==> src/design/assert_macros.svh <==
// Assertion macros included by the ALU core.
`ifndef ASSERT_MACROS_SVH
`define ASSERT_MACROS_SVH

`ifndef ASSERT_OFF

// Checked only while the block is out of reset.
`define ASSERT_RST(label, clk, rst_n, prop) \
  label: assert property (@(posedge clk) disable iff (!rst_n) prop) \
    else $error("assertion failed");

// Checked at every clock edge, during reset as well.
`define ASSERT_ALWAYS(label, clk, prop) \
  label: assert property (@(posedge clk) prop) \
    else $error("assertion failed");

`else

`define ASSERT_RST(label, clk, rst_n, prop)
`define ASSERT_ALWAYS(label, clk, prop)

`endif

`endif

==> src/design/alu8f_pkg.sv <==
package alu8f_pkg;

  localparam int KIND_W = 5;
  localparam int WORD_W = 16;
  localparam int BYTE_W = 8;
  localparam int IDX_W  = 3;
  localparam int FLAG_W = 4;

  localparam logic [KIND_W-1:0] KIND_ADD   = 5'd0;
  localparam logic [KIND_W-1:0] KIND_ADC   = 5'd1;
  localparam logic [KIND_W-1:0] KIND_SBC   = 5'd2;
  localparam logic [KIND_W-1:0] KIND_SUB   = 5'd3;
  localparam logic [KIND_W-1:0] KIND_CP    = 5'd4;
  localparam logic [KIND_W-1:0] KIND_INC   = 5'd5;
  localparam logic [KIND_W-1:0] KIND_DEC   = 5'd6;
  localparam logic [KIND_W-1:0] KIND_ADD16 = 5'd7;
  localparam logic [KIND_W-1:0] KIND_RLC   = 5'd8;
  localparam logic [KIND_W-1:0] KIND_RRC   = 5'd9;
  localparam logic [KIND_W-1:0] KIND_RL    = 5'd10;
  localparam logic [KIND_W-1:0] KIND_RR    = 5'd11;
  localparam logic [KIND_W-1:0] KIND_SLA   = 5'd12;
  localparam logic [KIND_W-1:0] KIND_SRA   = 5'd13;
  localparam logic [KIND_W-1:0] KIND_SRL   = 5'd14;
  localparam logic [KIND_W-1:0] KIND_SWAP  = 5'd15;
  localparam logic [KIND_W-1:0] KIND_BIT   = 5'd16;
  localparam logic [KIND_W-1:0] KIND_SET   = 5'd17;
  localparam logic [KIND_W-1:0] KIND_RES   = 5'd18;

  localparam int FLAG_Z = 3;
  localparam int FLAG_N = 2;
  localparam int FLAG_H = 1;
  localparam int FLAG_C = 0;

  typedef struct packed {
    logic [KIND_W-1:0] kind;
    logic [WORD_W-1:0] operand_a;
    logic [WORD_W-1:0] operand_b;
    logic [IDX_W-1:0]  bit_index;
  } in_word_t;

  typedef struct packed {
    logic [WORD_W-1:0] result;
    logic [FLAG_W-1:0] flags_out;
  } out_word_t;

endpackage

==> src/design/alu8f_in_if.sv <==
interface alu8f_in_if;
  logic               valid;
  logic               ready;
  alu8f_pkg::in_word_t data;

  modport source (output valid, output data, input ready);
  modport sink (input valid, input data, output ready);
endinterface

==> src/design/alu8f_out_if.sv <==
interface alu8f_out_if;
  logic                valid;
  logic                ready;
  alu8f_pkg::out_word_t data;

  modport source (output valid, output data, input ready);
  modport sink (input valid, input data, output ready);
endinterface

==> src/design/eight_bit_cpu_alu_with_flags_core.sv <==
// Eight-bit CPU ALU with a Z, N, H, C flag register. Each input word carries an
// operation, two operands and a bit index, and produces one output word with the result and
// the new flags, in order. A word passes an input register, one stage of arithmetic and an
// output register. An accepted word waits in the input register until the output register is
// free, then its result moves there. One word is taken every cycle while the output is
// drained, and a stalled output holds the input. The flag register is written by that single
// arithmetic stage, which lets each operation see the flags left by the one before it. Reset
// clears the flags.
`include "assert_macros.svh"

module eight_bit_cpu_alu_with_flags_core (
  input  logic      clk,
  input  logic      rst_n,
  alu8f_in_if.sink  in_ch,
  alu8f_out_if.source out_ch
);
  import alu8f_pkg::*;

  in_word_t          s1_r;
  logic              s1_valid_r;
  out_word_t         out_r;
  logic              out_valid_r;
  logic [FLAG_W-1:0] flag_r;
  logic [FLAG_W-1:0] flag_nxt;
  logic [WORD_W-1:0] res_nxt;
  logic              fire;
  logic              in_acc;

  logic [BYTE_W-1:0] a;
  logic [BYTE_W-1:0] b;
  logic              cin;
  logic [BYTE_W:0]   add_sum;
  logic [4:0]        add_half;
  logic [BYTE_W:0]   sub_diff;
  logic [4:0]        sub_half;
  logic [WORD_W:0]   add16_sum;
  logic [12:0]       add16_half;
  logic [BYTE_W-1:0] r8;
  logic [BYTE_W-1:0] bit_mask;
  logic              use_cin;

  assign fire         = s1_valid_r && (!out_valid_r || out_ch.ready);
  assign in_ch.ready  = !s1_valid_r || fire;
  assign in_acc       = in_ch.valid && in_ch.ready;
  assign out_ch.valid = out_valid_r;
  assign out_ch.data  = out_r;

  assign a        = s1_r.operand_a[BYTE_W-1:0];
  assign b        = s1_r.operand_b[BYTE_W-1:0];
  assign use_cin  = (s1_r.kind == KIND_ADC) || (s1_r.kind == KIND_SBC);
  assign cin      = flag_r[FLAG_C] & use_cin;
  assign bit_mask = BYTE_W'(1) << s1_r.bit_index;

  assign add_sum    = {1'b0, a} + {1'b0, b} + {{BYTE_W{1'b0}}, cin};
  assign add_half   = {1'b0, a[3:0]} + {1'b0, b[3:0]} + {4'b0, cin};
  assign sub_diff   = {1'b0, a} - {1'b0, b} - {{BYTE_W{1'b0}}, cin};
  assign sub_half   = {1'b0, a[3:0]} - {1'b0, b[3:0]} - {4'b0, cin};
  assign add16_sum  = {1'b0, s1_r.operand_a} + {1'b0, s1_r.operand_b};
  assign add16_half = {1'b0, s1_r.operand_a[11:0]} + {1'b0, s1_r.operand_b[11:0]};

  always_comb begin
    r8       = '0;
    res_nxt  = '0;
    flag_nxt = flag_r;
    unique case (s1_r.kind)
      KIND_ADD, KIND_ADC: begin
        r8 = add_sum[BYTE_W-1:0];
        res_nxt = {8'b0, r8};
        flag_nxt = {r8 == '0, 1'b0, add_half[4], add_sum[BYTE_W]};
      end
      KIND_SUB, KIND_SBC, KIND_CP: begin
        r8 = sub_diff[BYTE_W-1:0];
        res_nxt = (s1_r.kind == KIND_CP) ? s1_r.operand_a : {8'b0, r8};
        flag_nxt = {r8 == '0, 1'b1, sub_half[4], sub_diff[BYTE_W]};
      end
      KIND_INC: begin
        r8 = a + 8'd1;
        res_nxt = {8'b0, r8};
        flag_nxt = {r8 == '0, 1'b0, a[3:0] == 4'hf, flag_r[FLAG_C]};
      end
      KIND_DEC: begin
        r8 = a - 8'd1;
        res_nxt = {8'b0, r8};
        flag_nxt = {r8 == '0, 1'b1, a[3:0] == 4'h0, flag_r[FLAG_C]};
      end
      KIND_ADD16: begin
        res_nxt = add16_sum[WORD_W-1:0];
        flag_nxt = {flag_r[FLAG_Z], 1'b0, add16_half[12], add16_sum[WORD_W]};
      end
      KIND_RLC: begin
        r8 = {a[6:0], a[7]};
        res_nxt = {8'b0, r8};
        flag_nxt = {r8 == '0, 2'b00, a[7]};
      end
      KIND_RRC: begin
        r8 = {a[0], a[7:1]};
        res_nxt = {8'b0, r8};
        flag_nxt = {r8 == '0, 2'b00, a[0]};
      end
      KIND_RL: begin
        r8 = {a[6:0], flag_r[FLAG_C]};
        res_nxt = {8'b0, r8};
        flag_nxt = {r8 == '0, 2'b00, a[7]};
      end
      KIND_RR: begin
        r8 = {flag_r[FLAG_C], a[7:1]};
        res_nxt = {8'b0, r8};
        flag_nxt = {r8 == '0, 2'b00, a[0]};
      end
      KIND_SLA: begin
        r8 = {a[6:0], 1'b0};
        res_nxt = {8'b0, r8};
        flag_nxt = {r8 == '0, 2'b00, a[7]};
      end
      KIND_SRA: begin
        r8 = {a[7], a[7:1]};
        res_nxt = {8'b0, r8};
        flag_nxt = {r8 == '0, 2'b00, a[0]};
      end
      KIND_SRL: begin
        r8 = {1'b0, a[7:1]};
        res_nxt = {8'b0, r8};
        flag_nxt = {r8 == '0, 2'b00, a[0]};
      end
      KIND_SWAP: begin
        r8 = {a[3:0], a[7:4]};
        res_nxt = {8'b0, r8};
        flag_nxt = {r8 == '0, 3'b000};
      end
      KIND_BIT: begin
        res_nxt = s1_r.operand_a;
        flag_nxt = {(a & bit_mask) == '0, 2'b01, flag_r[FLAG_C]};
      end
      KIND_SET: begin
        r8 = a | bit_mask;
        res_nxt = {8'b0, r8};
      end
      KIND_RES: begin
        r8 = a & ~bit_mask;
        res_nxt = {8'b0, r8};
      end
      default: begin
        res_nxt = '0;
      end
    endcase
  end

  always_ff @(posedge clk) begin
    if (!rst_n) begin
      s1_valid_r  <= 1'b0;
      out_valid_r <= 1'b0;
      flag_r      <= '0;
    end else begin
      if (in_ch.ready) begin
        s1_valid_r <= in_ch.valid;
      end
      if (fire) begin
        out_valid_r <= 1'b1;
        flag_r      <= flag_nxt;
      end else if (out_ch.ready) begin
        out_valid_r <= 1'b0;
      end
    end
  end

  always_ff @(posedge clk) begin
    if (in_acc) begin
      s1_r <= in_ch.data;
    end
    if (fire) begin
      out_r.result    <= res_nxt;
      out_r.flags_out <= flag_nxt;
    end
  end

  // The flag register moves only when a word passes the arithmetic stage.
  `ASSERT_RST(a_flags_hold, clk, rst_n, !fire |=> $stable(flag_r))
  // A word in the output register always reports the flags now held.
  `ASSERT_RST(a_out_flags, clk, rst_n, out_valid_r |-> (out_r.flags_out == flag_r))
  // An accepted word is always waiting in the input register next cycle.
  `ASSERT_RST(a_in_taken, clk, rst_n, in_acc |=> s1_valid_r)
  // Every word leaving the arithmetic stage lands in the output register.
  `ASSERT_RST(a_fire_out, clk, rst_n, fire |=> out_valid_r)

endmodule
==> src/flat_wrapper.sv <==
// flat-port wrapper written by rule: the top's interface ports become plain ports
module eight_bit_cpu_alu_with_flags_core_flat import alu8f_pkg::*;
  (clk, rst_n, in_ch_valid, in_ch_data, in_ch_ready, out_ch_valid, out_ch_data, out_ch_ready);
  alu8f_in_if in_ch_i ();
  alu8f_out_if out_ch_i ();
  input  logic clk;
  input  logic rst_n;
  input wire logic [$bits(in_ch_i.valid)-1:0] in_ch_valid;
  input wire logic [$bits(in_ch_i.data)-1:0] in_ch_data;
  output wire logic [$bits(in_ch_i.ready)-1:0] in_ch_ready;
  output wire logic [$bits(out_ch_i.valid)-1:0] out_ch_valid;
  output wire logic [$bits(out_ch_i.data)-1:0] out_ch_data;
  input wire logic [$bits(out_ch_i.ready)-1:0] out_ch_ready;
  assign in_ch_i.valid = in_ch_valid;
  assign in_ch_i.data = in_ch_data;
  assign in_ch_ready = in_ch_i.ready;
  assign out_ch_valid = out_ch_i.valid;
  assign out_ch_data = out_ch_i.data;
  assign out_ch_i.ready = out_ch_ready;
  eight_bit_cpu_alu_with_flags_core u_core (.clk(clk), .rst_n(rst_n), .in_ch(in_ch_i), .out_ch(out_ch_i));
endmodule
==> config.mk <==
export PLATFORM = sky130hd
export DESIGN_NAME = eight_bit_cpu_alu_with_flags_core_flat
export DESIGN_NICKNAME = d
export VERILOG_FILES = /design/src/design/alu8f_pkg.sv /design/src/design/alu8f_in_if.sv /design/src/design/alu8f_out_if.sv /design/src/design/eight_bit_cpu_alu_with_flags_core.sv /design/src/flat_wrapper.sv
export VERILOG_INCLUDE_DIRS = /design/src /design/src/design
export SDC_FILE = /design/constraint.sdc
export NUM_CORES = 1
export LEC_CHECK = 0
export BUFFER_PORTS_ARGS = -buffer_cell sky130_fd_sc_hd__buf_2
export CAP_MARGIN = 10
export CORE_MARGIN = 2
export CORE_UTILIZATION = 28
export DETAILED_ROUTE_END_ITERATION = 6
export PLACE_DENSITY = 0.56
export SYNTH_ARGS = -nofsm -noshare
export SYNTH_HDL_FRONTEND = slang
export SYNTH_SLANG_ARGS = --single-unit
==> constraint.sdc <==
create_clock -name clk -period 10.17 [get_ports clk]
set_clock_uncertainty 0.05 [all_clocks]
set_input_delay 1.5255 -clock clk [delete_from_list [all_inputs] [get_ports clk]]
set_output_delay 1.5255 -clock clk [all_outputs]
set_load 0.02 [all_outputs]
==> results.tsv, run 1 <==
stage	metric	value	unit
floorplanning	DIE HEIGHT	139	microns
floorplanning	Row Count	49	
final_layout	NumNets Final	688	
sta	Final Hold Vio Count	0	
route	final wirelength	17100	microns
place	Port Buffers	65	
floorplanning	core footprint	18000	sq um
route	Vias/cell	5.60	
place	RD Place Congestion	0.912	
place	total placed cells including tap cells	822	
global_route	first-pass GRT wire length	26600	microns
sta	Rel. slew slack	0.310	
clock_network	Reg clk slew, reported paths	60	ps
yosys	Synth area leaders	edfxtp_1 (35%), ha_1 (8.6%), o21ai_0 (3.4%), a21oi_1 (3.3%), nand2_1 (3.3%)	
power_and_ir_drop	Flop pwr share	0.387	
route	starting DRC count in detailed routing	386	
floorplanning	I/O pin count	66	
global_route	GRT Total Usage	0.177	
clock_network	Max H-tree Level	3	
yosys	Synthesis Warnings	0	
sta	final period utilization	0.423	
clock_network	CTS sink count	66	
worst_setup_path	Worst Path Max Fanout	23	
global_route	initial antenna violation count	0	
yosys	Avg Cell Area, Syn	9.22	sq um
yosys	Synth top cells by count	edfxtp_1 (60), nand2_1 (45), nor2_1 (37), ha_1 (35), o21ai_0 (35)	
power_and_ir_drop	Clock power frac	0.399	
worst_setup_path	CP Capture Type	flip-flop	
floorplanning	Die Span X	139	microns
yosys	post-synthesis cell area	5120	sq um
yosys	area leader, netlist	edfxtp_1	
worst_setup_path	WP data required	10190	ps
clock_network	hold_buf cts	0	
floorplanning	full die area	19400	sq um
run_status	status	finished, final reports clean	
clock_network	CTS resizes	0	
clock_network	total CTS buffers	9	
sta	setup violation total in the final timing report	0	
final_layout	layout cells sized above 1	0.154	
final_layout	ANT cells	0	
place	HPWL Detailed	12600	microns
power_and_ir_drop	Leak Pwr	2.32	nW
clock_network	clk buf depth	2	
yosys	Yosys reg bits	66	
power_and_ir_drop	P_sw	0.000267	W
yosys	Main synth FF type	edfxtp_1	
final_layout	P&R area growth vs syn	16.6	%
power_and_ir_drop	PD cells	146	nW/um^2
power_and_ir_drop	Comb pwr share	0.214	
yosys	top-area cell type share of the netlist area	0.352	
worst_hold_path	HP Class	reg -> reg	
sta	Fin Setup TNS	0	ps
sta	fin crit period	4310	ps
worst_setup_path	CP arrival	4330	ps
floorplanning	Initial Util	0.285	
power_and_ir_drop	switching share of power	0.306	
yosys	Post-synth EDFFs	60	
sta	Slew Viols, Final	0	
yosys	Syn Inst Count	555	
route	drc violations	0	
power_and_ir_drop	maximum vdd drop	0.0667	mV
route	Wirelength per Cell	20.4	microns
worst_setup_path	Startpoint Class	flip-flop	
yosys	number of distinct library cells after synthesis	72	
global_route	GR Overflow Total	0	
sta	Fmax	232	MHz
yosys	top-count cell post-synth	edfxtp_1	
yosys	post-synthesis sequential area ratio	0.376	
sta	worst-margin pin slew	1040	ps
global_route	vias in the first global route	4666	
clock_network	clk_lat worst skew	350	ps
route	Final ANT Viol Nets	0	
worst_setup_path	Critical Setup Path Class	reg -> reg	
place	placed instance area	5640	sq um
route	Pre-Repair DR Iteration Count	7	
final_layout	Design Area, Final	5970	sq um
yosys	Post-synth ARST share	0	
yosys	Syn Nets	639	
power_and_ir_drop	internal power	0.000606	W
worst_setup_path	flop2flop setup slack	5860	ps
sta	RSZ-0062 raised after global routing	no	
route	via count	4694	
clock_network	root buffer cell	clkbuf_16	
clock_network	Post CTS Setup Buffer Count	0	
flow_run	maxcap violations	0	
clock_network	TritonCTS clock tree	yes	
global_route	largest net degree at the start of global routing	41	
final_layout	Final Non-Filler Cells	838	
layout by cell type, fill, tap and decap left out, types with 6 or more instances in the layout:
master	synthesis	routed
dfxtp_1	6	6
nor4_1	7	6
nand4_1	9	9
nand2_1	45	45
o21a_1	6	6
and3_1	7	7
buf_2	2	65
o21ai_0	35	35
nor3_1	13	13
ha_1	35	35
clkbuf_16	0	9
nand3_1	18	18
nor2b_1	14	14
nor2_1	37	37
mux2i_1	6	6
xnor2_1	16	16
nand2b_1	12	12
inv_1	28	28
a31oi_1	6	6
edfxtp_1	60	60
a21oi_1	34	34
a221oi_1	8	8
o211ai_1	7	7
xor2_1	11	11
area by class of cell:
cell class	count	area, sq um
Clock inverter	7	103
Multi-Input combinational cell	428	2960
Clock buffer	9	225
Sequential cell	66	1920
Inverter	29	109
Fill cell	1888	12000
Tap cell	229	287
Timing Repair Buffer	70	363
cell families (layout without fill, tap and decap cells):
| family | after synthesis | after routing | share of synthesized area |
|---|---|---|---|
| and+or+nand+nor | 189 | 189 | 0.189 |
| buffers and inverters | 61 | 115 | 0.0474 |
| muxes | 7 | 7 | 0.0139 |
| adders and majority gates | 40 | 40 | 0.105 |
| xor gates and xnor gates | 27 | 27 | 0.0462 |
| DFF | 66 | 66 | 0.376 |
| AOI/OAI and AO/OA | 165 | 165 | 0.223 |
routing by layer:
metal / up-vias / wire, microns / share of wire / track usage
li1: 2195 / - / - / -
met4: 0 / 634 / 0.037 / 0.0797
met3: 36 / 943 / 0.055 / 0.0325
met1: 2278 / 7690 / 0.45 / 0.236
met2: 185 / 7810 / 0.46 / 0.279
met5: - / 0 / 0 / 0
power groups by stage:
stage / clock, W / sequential [W] / combinational [W]
2_1_floorplan: 0 / 0.000336 / 0.000130
3_3_place_gp: 0 / 0.000342 / 0.000183
3_5_place_dp: 0 / 0.000342 / 0.000183
4_1_cts: 0.000358 / 0.000337 / 0.000185
5_1_grt: 0.000370 / 0.000340 / 0.000205
6_report: 0.000349 / 0.000337 / 0.000187
per-stage QoR:
step                      utilization  total power, W  hold slack (ps)  worst slack (ps)
after detailed placement        0.314        0.000526              461              5910
after global routing            0.332        0.000915              523              5490
after floorplan                     -        0.000465              429              6570
after global placement          0.314        0.000526              447              6020
after CTS                       0.332        0.000880              474              5880
final                           0.332        0.000873              472              5860
registers in the layout, indices dropped and copies added (netlist names):
| register | cells |
|---|---|
| u_core.s1_r | 24 |
| u_core.out_ch.data | 20 |
| u_core.a | 8 |
| u_core.b | 8 |
| u_core.flag_r | 4 |
| u_core.out_ch.valid | 1 |
| u_core.s1_valid_r | 1 |
critical path: stages, from the launching register on:
cell,delay (ps)
edfxtp_1,850
xor2_1,260
nand4_1,210
fa_1,480
fa_1,440
nand2b_1,210
a2111oi_0,560
or2_0,190
xor2_1,190
o22ai_1,110
a211oi_1,290
o221ai_1,170
final timing paths:
kind	cells after the start	from	end
worst max-delay path	11	u_core.s1_r[36]	u_core.out_ch.data[10]
worst min-delay path	2	u_core.flag_r[2]	u_core.flag_r[2]
worst max register to register	11	u_core.s1_r[36]	u_core.out_ch.data[10]
worst min register to register	2	u_core.flag_r[2]	u_core.flag_r[2]
Power figures use the tool's default switching activity.
==> run 2, diff against run 1 <==
--- a/config.mk
+++ b/config.mk
@@ -6,6 +6,7 @@
 export SDC_FILE = /design/constraint.sdc
 export NUM_CORES = 1
 export LEC_CHECK = 0
+export ABC_AREA = 1
 export BUFFER_PORTS_ARGS = -buffer_cell sky130_fd_sc_hd__buf_2
 export CAP_MARGIN = 10
 export CORE_MARGIN = 2
==> constraint.sdc (replaced) <==
create_clock -name clk -period 4 [get_ports clk]
set_clock_uncertainty 0.05 [all_clocks]
set_input_delay 0.6 -clock clk [delete_from_list [all_inputs] [get_ports clk]]
set_output_delay 0.6 -clock clk [all_outputs]
set_load 0.02 [all_outputs]
==> results.tsv, run 2 <==
stage	metric	value	unit
final_layout	layout cells sized above 1	0.148	
worst_setup_path	CP Capture Type	flip-flop	
clock_network	TritonCTS clock tree	yes	
clock_network	CTS sink count	66	
final_layout	ANT cells	0	
floorplanning	DIE HEIGHT	140	microns
yosys	area leader, netlist	edfxtp_1	
global_route	GRT Total Usage	0.174	
floorplanning	I/O pin count	66	
run_status	failing checks	DRC	
power_and_ir_drop	PD cells	344	nW/um^2
place	Port Buffers	65	
worst_setup_path	Critical Setup Path Class	reg -> reg	
yosys	Syn Nets	776	
final_layout	Final Util	0.336	
clock_network	total CTS buffers	9	
sta	setup violation total in the final timing report	0	
floorplanning	Initial Util	0.286	
yosys	top-count cell post-synth	nand2_1	
floorplanning	Row Count	49	
global_route	largest net degree at the start of global routing	27	
clock_network	Max H-tree Level	3	
yosys	number of distinct library cells after synthesis	46	
sta	worst-margin pin slew	1030	ps
place	total placed cells including tap cells	983	
run_status	status	finished, violations left	
final_layout	most frequent cells in the layout	nand2_1 (171), inv_1 (80), nor2_1 (73), buf_2 (65), edfxtp_1 (60)	
route	via count	5016	
clock_network	Reg clk slew, reported paths	50	ps
final_layout	Biggest register	u_core.s1_r	
sta	Fin Setup TNS	0	ps
sta	Rel. slew slack	0.311	
yosys	top-area cell type share of the netlist area	0.348	
yosys	Post-synth EDFFs	60	
final_layout	fillers	1925	
worst_hold_path	HP Class	in -> reg	
sta	Fmax	304	MHz
route	Vias/cell	5.03	
worst_setup_path	WP data required	4190	ps
worst_setup_path	Worst Path Max Fanout	9	
global_route	initial antenna violation count	0	
clock_network	hold_buf cts	0	
sta	fin crit period	3290	ps
sta	Hold WS	372	ps
final_layout	Final Non-Filler Cells	997	
yosys	Synthesis Warnings	0	
global_route	first-pass GRT wire length	26300	microns
worst_setup_path	WP buf/inv	3	
worst_setup_path	r2r startpoint	u_core.s1_r[39]	
yosys	Syn Inst Count	692	
global_route	vias in the first global route	4865	
clock_network	root buffer cell	clkbuf_16	
yosys	Yosys reg bits	66	
power_and_ir_drop	maximum vdd drop	0.204	mV
yosys	Post-synth ARST share	0	
global_route	GR Overflow Total	0	
yosys	Avg Cell Area, Syn	7.49	sq um
final_layout	P&R area growth vs syn	17.3	%
clock_network	Post CTS Setup Buffer Count	0	
worst_setup_path	Max stage delay on crit path	470	ps
route	final wirelength	16600	microns
route	drc violations	4	
power_and_ir_drop	Leak Pwr	2.76	nW
clock_network	clk_lat worst skew	350	ps
final_layout	most common cell after layout, fill and taps aside	nand2_1	
route	Pre-Repair DR Iteration Count	7	
place	RD Place Congestion	0.951	
route	starting DRC count in detailed routing	422	
clock_network	clk buf depth	2	
clock_network	CTS resizes	0	
route	Final ANT Viol Nets	0	
worst_hold_path	worst hold start	in_ch_data[27]	
worst_setup_path	worst setup path startpoint	u_core.s1_r[39]	
yosys	Main synth FF type	edfxtp_1	
floorplanning	full die area	19600	sq um
route	Wirelength per Cell	16.7	microns
yosys	post-synthesis sequential area ratio	0.371	
sta	RSZ-0062 raised after global routing	no	
worst_setup_path	Top delay family on crit path	simple AND/OR/NAND/NOR gates	
sta	final period utilization	0.822	
final_layout	flip-flop count of the largest register after layout	24	
flow_run	maxcap violations	0	
yosys	post-synthesis cell area	5180	sq um
worst_setup_path	CP cell instances	inv_2, nand3_1, o21ai_0, nand3_1, fa_1, fa_1, inv_1, nand2_1, nand2_1, nand2_1, xor2_1, nor2_1, nor4_1, nand3_1, o21bai_1, inv_1	
floorplanning	Die Span X	140	microns
sta	Slew Viols, Final	0	
worst_setup_path	Startpoint Class	flip-flop	
worst_setup_path	CP max stage cell	fa_1	
yosys	Synth top cells by count	nand2_1 (171), inv_1 (81), nor2_1 (73), edfxtp_1 (60), nand3_1 (58)	
final_layout	NumNets Final	849	
floorplanning	core footprint	18100	sq um
worst_setup_path	CP arrival	3480	ps
place	HPWL Detailed	12900	microns
yosys	Synth area leaders	edfxtp_1 (35%), nand2_1 (12%), ha_1 (8.5%), inv_1 (5.9%), nand3_1 (5.6%)	
sta	Final Hold Vio Count	0	
## run 2: cell count changes in the layout (fill, tap and decap cells not counted), moves of 12 or more
cell	change
nand3_1	+40
inv_1	+52
nand4_1	+12
xnor2_1	-13
nand2_1	+126
nor2_1	+36
nand2b_1	-12
nor2b_1	-14
## run 2: metal layers
metal  GRT usage  vias to the layer above  wire (microns)
li1            -                     2502               -
met1       0.237                     2329            7630
met2       0.271                      159            7450
met3      0.0383                       26            1130
met4      0.0665                        0             393
met5           0                        -               0
## run 2: final timing paths
kind / end / slack (ps) / depth (start not counted)
max reg2reg: u_core.flag_r[1] / 710 / 16
max: u_core.flag_r[1] / 710 / 16
min: u_core.s1_r[27] / 370 / 1
min reg2reg: u_core.out_ch.valid / 450 / 2
## run 2: kinds of logic (layout without fill, tap and decap cells)
family,count (synthesis),count (layout),synth area share
compound gates,122,122,0.138
xor+xnor,10,10,0.0169
fa+ha+maj,40,40,0.104
buf+inv,102,178,0.0763
flops,66,66,0.371
simple gates,352,352,0.294
## run 2: through the flow
stage | cell area [sq um] | total power (W) | setup WS [ps]
6_report | 6080 | 0.00209 | 712
2_1_floorplan | 5180 | 0.00117 | 1180
4_1_cts | 6080 | 0.00211 | 744
3_3_place_gp | 5790 | 0.00133 | 874
3_5_place_dp | 5790 | 0.00132 | 802
5_1_grt | 6080 | 0.00220 | 385
## run 2: layout make-up
type | instances | area (sq um) | area share
multi-input combinational | 524 | 2860 | 0.471
clock buffer | 9 | 225 | 0.0371
inverter | 92 | 345 | 0.0568
tap | 229 | 287 | 0.0471
timing repair buffer | 72 | 378 | 0.0622
clock inverter | 5 | 57.6 | 0.00947
sequential | 66 | 1920 | 0.316
## run 2: power by group
group / internal, W / switching [W] / total (W)
sequential: 0.000804 / 0.0000329 / 0.000837
combinational: 0.000158 / 0.000320 / 0.000477
clock: 0.000473 / 0.000301 / 0.000774
total: 0.00144 / 0.000653 / 0.00209
## run 2: worst register-to-register path, cell delays in order, from the launching register on
cell	delay, ps
edfxtp_1	450
inv_2	160
nand3_1	170
o21ai_0	120
nand3_1	200
fa_1	470
fa_1	400
inv_1	60
nand2_1	60
nand2_1	90
nand2_1	120
xor2_1	160
nor2_1	50
nor4_1	230
nand3_1	170
o21bai_1	170
inv_1	50
